--- src/rtl/vnt_pkg.sv ---
// Shared constants, types and command/status bundles of the value noise turbulence block.
`default_nettype none

package vnt_pkg;

    // Table geometry; both sides must be powers of two (index wrap is a mask).
    localparam int TABLE_COLS     = 256;
    localparam int TABLE_ROWS     = 256;
    localparam int MAX_OCTAVE_LOG = 8;

    localparam int COL_W  = $clog2(TABLE_COLS);
    localparam int ROW_W  = $clog2(TABLE_ROWS);
    localparam int ADDR_W = ROW_W + COL_W;
    localparam int DEPTH  = TABLE_ROWS * TABLE_COLS;

    // Port field widths.
    localparam int COORD_W   = 24;
    localparam int ENTRY_W   = 8;
    localparam int SMP_W     = 15;
    localparam int OUT_W     = 16;
    localparam int CFG_W     = 4;
    localparam logic [CFG_W-1:0] CFG_RESET = 4'd5;

    // Fixed-point widths.
    localparam int FRAC_BASE = 8;                                 // fraction bits at octave 0
    localparam int FW        = FRAC_BASE + MAX_OCTAVE_LOG;        // widest fraction
    localparam int OCT_W     = (MAX_OCTAVE_LOG > 0) ? $clog2(MAX_OCTAVE_LOG + 1) : 1;
    localparam int SH_W      = $clog2(FW + 1);
    localparam int QSH_W     = $clog2(2 * MAX_OCTAVE_LOG + 2);
    localparam int OSH_W     = $clog2(SMP_W + MAX_OCTAVE_LOG + 1);
    localparam int AV_W      = FW + SMP_W;                        // row blend value
    localparam int MA_W      = AV_W + 1;                          // signed multiplicand
    localparam int MB_W      = FW + 1;                            // signed weight
    localparam int MP_W      = MA_W + MB_W;                       // product
    localparam int P_W       = 2 * FW + SMP_W;                    // full bilinear value
    localparam int Q_W       = 2 * FRAC_BASE + SMP_W - 1;         // Q0.30 octave sample
    localparam int TERM_W    = Q_W + MAX_OCTAVE_LOG;
    localparam int ACC_W     = TERM_W + 1;

    typedef enum logic [0:0] {
        CMD_WRITE = 1'b0,
        CMD_QUERY = 1'b1
    } t_cmd;

    // Corner samples of one cell: previous/current row, previous/current column.
    typedef enum logic [1:0] {
        TAP_PP = 2'd0,
        TAP_PC = 2'd1,
        TAP_CP = 2'd2,
        TAP_CC = 2'd3
    } t_tap;

    typedef enum logic [1:0] {
        MUL_ROW_PRV = 2'd0,
        MUL_ROW_CUR = 2'd1,
        MUL_COL     = 2'd2
    } t_mul;

    typedef enum logic [3:0] {
        ST_IDLE = 4'd0,
        ST_RD0  = 4'd1,
        ST_RD1  = 4'd2,
        ST_RD2  = 4'd3,
        ST_RD3  = 4'd4,
        ST_MA   = 4'd5,
        ST_MB   = 4'd6,
        ST_MC   = 4'd7,
        ST_MD   = 4'd8,
        ST_AC   = 4'd9,
        ST_FIN  = 4'd10,
        ST_DONE = 4'd11
    } t_state;

    typedef struct packed {
        logic start;
        logic wr_en;
        logic rd_en;
        t_tap rd_sel;
        logic smp_load;
        t_tap smp_sel;
        logic mul_en;
        t_mul mul_sel;
        logic aprv_load;
        logic acur_load;
        logic term_load;
        logic j_step;
        logic acc_add;
        logic out_load;
    } t_dp_cmd;

    typedef struct packed {
        logic last_octave;
        logic out_free;
    } t_dp_stat;

endpackage

`default_nettype wire

--- src/rtl/vnt_ctrl.sv ---
// Controller: sequences table writes and the per-octave read/multiply schedule.
`default_nettype none

module vnt_ctrl
    import vnt_pkg::*;
(
    input  wire logic       i_clk,
    input  wire logic       i_rst_n,
    input  wire logic       i_valid,
    input  wire logic       i_command,
    output logic            o_ready,
    output t_dp_cmd         o_cmd,
    input  wire t_dp_stat   i_stat
);

    t_state r_state;
    t_state n_state;

    always_ff @(posedge i_clk) begin
        if (!i_rst_n) begin
            r_state <= ST_IDLE;
        end else begin
            r_state <= n_state;
        end
    end

    always_comb begin
        n_state = r_state;
        o_ready = 1'b0;
        o_cmd   = '0;
        case (r_state)
            ST_IDLE: begin
                o_ready = 1'b1;
                if (i_valid) begin
                    if (t_cmd'(i_command) == CMD_QUERY) begin
                        o_cmd.start = 1'b1;
                        n_state     = ST_RD0;
                    end else begin
                        o_cmd.wr_en = 1'b1;
                    end
                end
            end
            ST_RD0: begin
                // fold in the previous octave's term
                o_cmd.acc_add = 1'b1;
                o_cmd.rd_en   = 1'b1;
                o_cmd.rd_sel  = TAP_PP;
                n_state       = ST_RD1;
            end
            ST_RD1: begin
                o_cmd.rd_en    = 1'b1;
                o_cmd.rd_sel   = TAP_PC;
                o_cmd.smp_load = 1'b1;
                o_cmd.smp_sel  = TAP_PP;
                n_state        = ST_RD2;
            end
            ST_RD2: begin
                o_cmd.rd_en    = 1'b1;
                o_cmd.rd_sel   = TAP_CP;
                o_cmd.smp_load = 1'b1;
                o_cmd.smp_sel  = TAP_PC;
                n_state        = ST_RD3;
            end
            ST_RD3: begin
                o_cmd.rd_en    = 1'b1;
                o_cmd.rd_sel   = TAP_CC;
                o_cmd.smp_load = 1'b1;
                o_cmd.smp_sel  = TAP_CP;
                n_state        = ST_MA;
            end
            ST_MA: begin
                o_cmd.smp_load = 1'b1;
                o_cmd.smp_sel  = TAP_CC;
                o_cmd.mul_en   = 1'b1;
                o_cmd.mul_sel  = MUL_ROW_PRV;
                n_state        = ST_MB;
            end
            ST_MB: begin
                o_cmd.aprv_load = 1'b1;
                o_cmd.mul_en    = 1'b1;
                o_cmd.mul_sel   = MUL_ROW_CUR;
                n_state         = ST_MC;
            end
            ST_MC: begin
                o_cmd.acur_load = 1'b1;
                n_state         = ST_MD;
            end
            ST_MD: begin
                o_cmd.mul_en  = 1'b1;
                o_cmd.mul_sel = MUL_COL;
                n_state       = ST_AC;
            end
            ST_AC: begin
                o_cmd.term_load = 1'b1;
                o_cmd.j_step    = 1'b1;
                n_state         = i_stat.last_octave ? ST_FIN : ST_RD0;
            end
            ST_FIN: begin
                o_cmd.acc_add = 1'b1;
                n_state       = ST_DONE;
            end
            ST_DONE: begin
                // hold until the result register is free
                if (i_stat.out_free) begin
                    o_cmd.out_load = 1'b1;
                    n_state        = ST_IDLE;
                end
            end
            default: begin
                n_state = ST_IDLE;
            end
        endcase
    end

endmodule

`default_nettype wire

--- config.mk ---
export PLATFORM = sky130hd
export DESIGN_NAME = vnt_ctrl
export DESIGN_NICKNAME = d
export VERILOG_FILES = /design/src/rtl/vnt_pkg.sv /design/src/rtl/vnt_ctrl.sv
export SDC_FILE = /design/constraint.sdc
export NUM_CORES = 1
export LEC_CHECK = 0
export BUFFER_PORTS_ARGS = -buffer_cell sky130_fd_sc_hd__buf_4
export CELL_PAD_IN_SITES_DETAIL_PLACEMENT = 0
export CELL_PAD_IN_SITES_GLOBAL_PLACEMENT = 2
export CORE_AREA = 4 4 52 54
export CTS_CLUSTER_SIZE = 16
export DETAILED_ROUTE_END_ITERATION = 12
export DIE_AREA = 0 0 56 58
export PLACE_DENSITY_LB_ADDON = 0.1
export SYNTH_ARGS = -nofsm -noshare
export SYNTH_HDL_FRONTEND = slang
export SYNTH_SLANG_ARGS = --single-unit
--- constraint.sdc ---
create_clock -name i_clk -period 1.6 [get_ports i_clk]
set_clock_uncertainty 0.1 [all_clocks]
set_input_delay 0.08 -clock i_clk [delete_from_list [all_inputs] [get_ports i_clk]]
set_output_delay 0.08 -clock i_clk [all_outputs]
set_load 0.03 [all_outputs]
==> results.ini, run 1 <==
[detailed_routing]
vias=518
drtAntennaViolNets=0
wl_per_cell_um=10.8
drtIter0Drc=7
wl_um=1320
first_pass_iters=4
routed_via_density=4.25
drc=0

[global_routing]
grt.overflow.total=0
grt_use_met1=0.0975
grt_use_total=0.0785
met2_usage=0.127
top_usage_layer=met2
grt_max_degree=17
grt_pass1_wl_um=2070
grt_pass1_vias=458
grtUsageMet3=0.0245
antenna_found_initial=0

[clocking]
cts_tree=done
holdBufCountCts=0
clk_pin_slew_ns=0.03
cts_root_buffer=clkbuf_4
cts_max_path_buffers=2
h-tree-depth=1
numCtsBuffers=3
clock-sinks=4
clk_latency_ns=0.23

[final_layout]
multiInputGateArea_um2=327
layout.area.seq_um2=88.8
stdcell_area_um2=786
layout-drive-gt1-share=0.543
fillers=245
synthToLayoutAreaGrowth_pct=74.9
final_nets=102
largestRegisters=r_state: 4 flops
regMostFlops=r_state
antennaDiodeCount=0
utilization=0.355
largest_register_ffs=4

[timing]
final-setup-viol-count=0
finalSetupTns_ns=0
period_share=0.971
min_period_ns=1.55
slew_violations=0
fmax_mhz=644
tightest_slew_ns=0.278
final-hold-violation-count=0
max_slew_margin=0.813
fin_hold_ws_ns=0.0171

[worst_setup_path]
crit_path_start_kind=register
critical_path.max_fanout=9
cp.arrival_ns=1.37
required_ns=1.42
r2r_end=r_state[0]$_SDFFE_PN0P_
crit_path_start=r_state[0]$_SDFFE_PN0P_
reg2reg_from=r_state[0]$_SDFFE_PN0P_
endpoint_kind=output pin
ff2ff_setup_slack_ns=0.21
path_class=register to output pin
r2r_cells=5

[power_and_ir_drop]
leakagePower_nw=0.371
power_w=0.000613
power.density_nw_per_um2=780
irDropWorstVdd_mv=0.496

[floorplan]
die_y_um=58
rows=17
io_pins=24
initial_core_util=0.203
die-area_um2=3250
core_um2=2210
chipWidth_um=56

[synthesis]
synth.most_common_cell=nor2_1
ys_warn_count=0
synth.avg_cell_area_um2=7.49
syn_nets=66
synth_top_cell_by_area=dfxtp_1
ys_top_cells_by_count=nor2_1 (10), a21oi_1 (5), buf_4 (4), dfxtp_1 (4), nand2_1 (4)
synth.distinct_cells=27
async_flop_share=0
synthCells=60
synth_area_leaders=dfxtp_1 (18%), nor2_1 (8.4%), buf_4 (6.7%)
netlist_area_um2=449
synth-edff-count=0
synth_flop_cell=dfxtp_1
synth_top_area_frac=0.178
synth_seq_cells=4
ys_seq_area_frac=0.178

[placed_design]
portBuffers=23
place_congestion=0.660
hpwl_um=939
post_dp_cell_area_um2=669

[min_path]
hp-start=i_rst_n
hold_path.class=input port to register
timing.hold.worst_path_depth=2
min_to=r_state[0]$_SDFFE_PN0P_

[run_status]
status=finished clean

[run]
maxCapViolCount=0

-- layout by cell type (no fill, tap or decap), types with 2 or more instances in the layout --
master	netlist	layout
and3b_1	2	2
o21ai_0	2	2
buf_6	1	2
nor3_1	3	3
a21oi_1	5	5
clkbuf_4	0	3
inv_1	2	2
nand2b_1	3	2
and3_1	2	2
nand2_1	4	4
buf_4	4	35
nor2_1	10	9
xor2_1	2	2
dfxtp_4	0	2
-- cell type report --
cell class,instances,area share
multi-input cells,47,0.416
repair buffers,38,0.389
flip-flops and latches,4,0.113
well taps,28,0.0446
clock buffers,3,0.0287
inverters,2,0.00955
-- metrics by stage --
stage | std cells | setup slack, ns
floorplan | 60 | 0.00970
global placement | 109 | 0.100
detailed placement | 109 | 0.141
CTS | 114 | 0.0114
global route | 122 | -0.0218
finish | 122 | 0.0470
-- report_power, final --
part           internal, W  switching (W)  leakage, nW  total (W)
Combinational     0.000175       0.000187        0.323   0.000362
Clock            0.0000834      0.0000351       0.0138   0.000119
Sequential        0.000110      0.0000224       0.0347   0.000133
-- cell families (layout without fill, tap and decap cells) --
kind of cell / count (synthesis) / in the layout / share of synthesized area
simple gates: 32 / 32 / 0.429
compound gates: 12 / 12 / 0.203
xor+xnor: 3 / 3 / 0.0585
buf+inv: 9 / 43 / 0.131
flops: 4 / 4 / 0.178
-- routing by layer --
metal / routed length [um] / part of all wire
met1: 588 / 0.45
met5: 0 / 0
met4: 0 / 0
met3: 70 / 0.053
met2: 659 / 0.50
-- worst max path at each step --
stage	slack (ns)	endpoint
detailed placement	0.14	o_cmd[15]
finish	0.05	o_cmd[15]
global placement	0.10	r_state[0]$_SDFFE_PN0P_
floorplan	0.01	o_cmd[9]
global route	-0.02	o_cmd[15]
CTS	0.01	o_cmd[8]
-- critical path: stages, from the launching register on --
cell     delay (ns)
dfxtp_1        0.31
buf_12         0.14
nor4_4         0.31
nand2_1        0.10
nor2_2         0.14
buf_6          0.14
-- what timing repair did --
item / in CTS / in global routing
setup buffers: 2 / 8
pin swaps: 1 / 3
setup endpoints to repair: 7 / 3
gates resized for setup: 2 / 6
Power figures use the tool's default switching activity.
==> inputs of run 2 (changes only) <==
--- a/config.mk
+++ b/config.mk
@@ -15,2 +15,3 @@
 export PLACE_DENSITY_LB_ADDON = 0.1
+export SETUP_SLACK_MARGIN = 0.02
 export SYNTH_ARGS = -nofsm -noshare
==> constraint.sdc (replaced) <==
create_clock -name i_clk -period 1.6 [get_ports i_clk]
set_clock_uncertainty 0.1 [all_clocks]
set_input_delay 0 -clock i_clk [delete_from_list [all_inputs] [get_ports i_clk]]
set_output_delay 0 -clock i_clk [all_outputs]
set_load 0.03 [all_outputs]
==> run 2 against run 1 <==
Compared with the run above: die area stayed put; fmax is 3.8% higher; sequential share of layout area is 0.90 points higher; sequential power is 12% higher; non-clock buffer count is 9 lower; design area is 13% lower; final cell count is 7.4% lower; highest routed layer unchanged.
==> results.ini, run 2 (synthesized netlist as in run 1, its figures left out) <==
[global_routing]
grt_use_total=0.0799  ; +0.00142
grtUsageMet3=0.0267  ; +0.00223
grt_pass1_vias=493  ; +7.6%
met2_usage=0.120  ; -0.00668
grt_use_met1=0.102  ; +0.00409
top_usage_layer=met2
antenna_found_initial=0  ; unchanged
grt_pass1_wl_um=2130  ; +2.7%
grt_max_degree=17  ; unchanged
grt.overflow.total=0  ; unchanged

[detailed_routing]
drtAntennaViolNets=0  ; unchanged
wl_per_cell_um=11.2  ; +4.0%
drtIter0Drc=9  ; +2
vias=483  ; -6.8%
first_pass_iters=5  ; +1
wl_um=1270  ; -3.6%
drc=0  ; unchanged
routed_via_density=4.27  ; +0.67%

[clocking]
cts_tree=done
cts_max_path_buffers=2  ; unchanged
clk_pin_slew_ns=0.04  ; about the same
clock-sinks=4  ; unchanged
numCtsBuffers=3  ; unchanged
h-tree-depth=1  ; unchanged
clk_latency_ns=0.23  ; about the same
cts_root_buffer=clkbuf_4

[floorplan]
io_pins=24  ; unchanged
core_um2=2210  ; unchanged
chipWidth_um=56  ; unchanged
initial_core_util=0.203  ; unchanged
rows=17  ; unchanged
die_y_um=58  ; unchanged
die-area_um2=3250  ; unchanged

[worst_setup_path]
crit_path_start_kind=register
endpoint_kind=output pin
worst_path_largest_cell_delay_ns=0.40  ; +0.09 ns
cp.arrival_ns=1.40  ; +0.03 ns
path_class=register to output pin
crit_slowest_cell=dfxtp_2
crit_path_start=r_state[3]$_SDFFE_PN0P_
critPathBufInv=1  ; -1
reg2reg_from=r_state[0]$_SDFFE_PN0P_
crit_chain=nand2b_1, nor3b_2, o21bai_1, buf_4
required_ns=1.50  ; +0.08 ns
critPathTopFamily=simple AND/OR/NAND/NOR gates
critical_path.max_fanout=16  ; +7

[placed_design]
place_congestion=0.651  ; -1.4%
hpwl_um=943  ; +0.50%
post_dp_cell_area_um2=636  ; -5.0%
portBuffers=23  ; unchanged

[final_layout]
final_common_cell=buf_4
stdcell_area_um2=687  ; -13%
mostFrequentLayoutCells=buf_4 (28), nor2_1 (9), a21oi_1 (5)
antennaDiodeCount=0  ; unchanged
layout.area.seq_um2=83.8  ; -5.6%
largest_register_ffs=4  ; unchanged
multiInputGateArea_um2=318  ; -2.7%
utilization=0.311  ; -0.0447
final_nets=93  ; -8.8%
regMostFlops=r_state
fillers=262  ; +6.9%
largestRegisters=r_state: 4 flops
layout-drive-gt1-share=0.471  ; -0.0720
synthToLayoutAreaGrowth_pct=52.9

[timing]
max_slew_margin=0.780  ; -0.0330
fin_hold_ws_ns=0.0180  ; +0.000869 ns
fmax_mhz=669  ; +3.8%
final-hold-violation-count=0  ; unchanged
rsz0062_at_grt=true
slew_violations=0  ; unchanged
final-setup-viol-count=0  ; unchanged
finalSetupTns_ns=0  ; unchanged
period_share=0.935  ; -0.0360
tightest_slew_ns=0.330  ; +0.0516 ns
min_period_ns=1.50  ; -0.0575 ns

[run_status]
status=finished clean

[min_path]
hp-start=i_stat[0]
hold_path.class=input port to register

[power_and_ir_drop]
leakagePower_nw=0.313  ; -16%
irDropWorstVdd_mv=0.342  ; -31%
power.density_nw_per_um2=830  ; +6.4%

[run]
maxCapViolCount=0  ; unchanged

-- run 2: cell count changes in the layout (fill, tap and decap cells not counted), sizes merged --
cell	change
buf	-10
dlygate4sd3	+1
-- run 2: what timing repair did --
action,in CTS,in global routing
pin swaps,1,1
buffers inserted,2,0
gates resized for setup,2,1
hold endpoints to repair,1,0
hold buffers,1,0
endpoints found under the setup margin,9,8
-- run 2: final cells by class --
cell class,count,share of cell area
multi-input cells,47,0.463
well taps,28,0.0510
inverters,2,0.0109
repair buffers,29,0.321
clock buffers,3,0.0328
flip-flops and latches,4,0.122
-- run 2: routing by layer --
metal	wire [um]	vias up	share of wire
li1	-	256	-
met1	633	207	0.50
met2	542	20	0.43
met3	94	0	0.074
met4	0	0	0
met5	0	-	0
-- run 2: worst register-to-register path, delay by kind of cell, from the launching register on --
family,cells,cell delay (ns)
DFF,1,0.41
buffers and inverters,1,0.17
and+or+nand+nor,1,0.37
AOI/OAI and AO/OA,2,0.24
-- run 2: through the flow --
stage               power, W  setup WS, ns  cells
global placement    0.000427         0.127    107
finish              0.000570         0.105    113
detailed placement  0.000425         0.163    107
CTS                 0.000575       0.00481    113
global route        0.000605        0.0166    113
floorplan           0.000331        0.0282     60
-- run 2: final timing paths --
kind	cells past startpoint	slack (ns)	end
worst max-delay path	4	0.10	o_cmd[8]
worst min register to register	2	0.49	r_state[2]$_SDFFE_PN0P_
worst max register to register	4	0.20	r_state[0]$_SDFFE_PN0P_
worst min-delay path	4	0.02	r_state[1]$_SDFFE_PN0P_
-- run 2: power breakdown --
group / leakage, nW / switching [W] / internal (W) / total [W]
clock network: 0.0138 / 0.0000412 / 0.0000839 / 0.000125
logic: 0.265 / 0.000163 / 0.000133 / 0.000296
registers: 0.0339 / 0.0000375 / 0.000112 / 0.000149
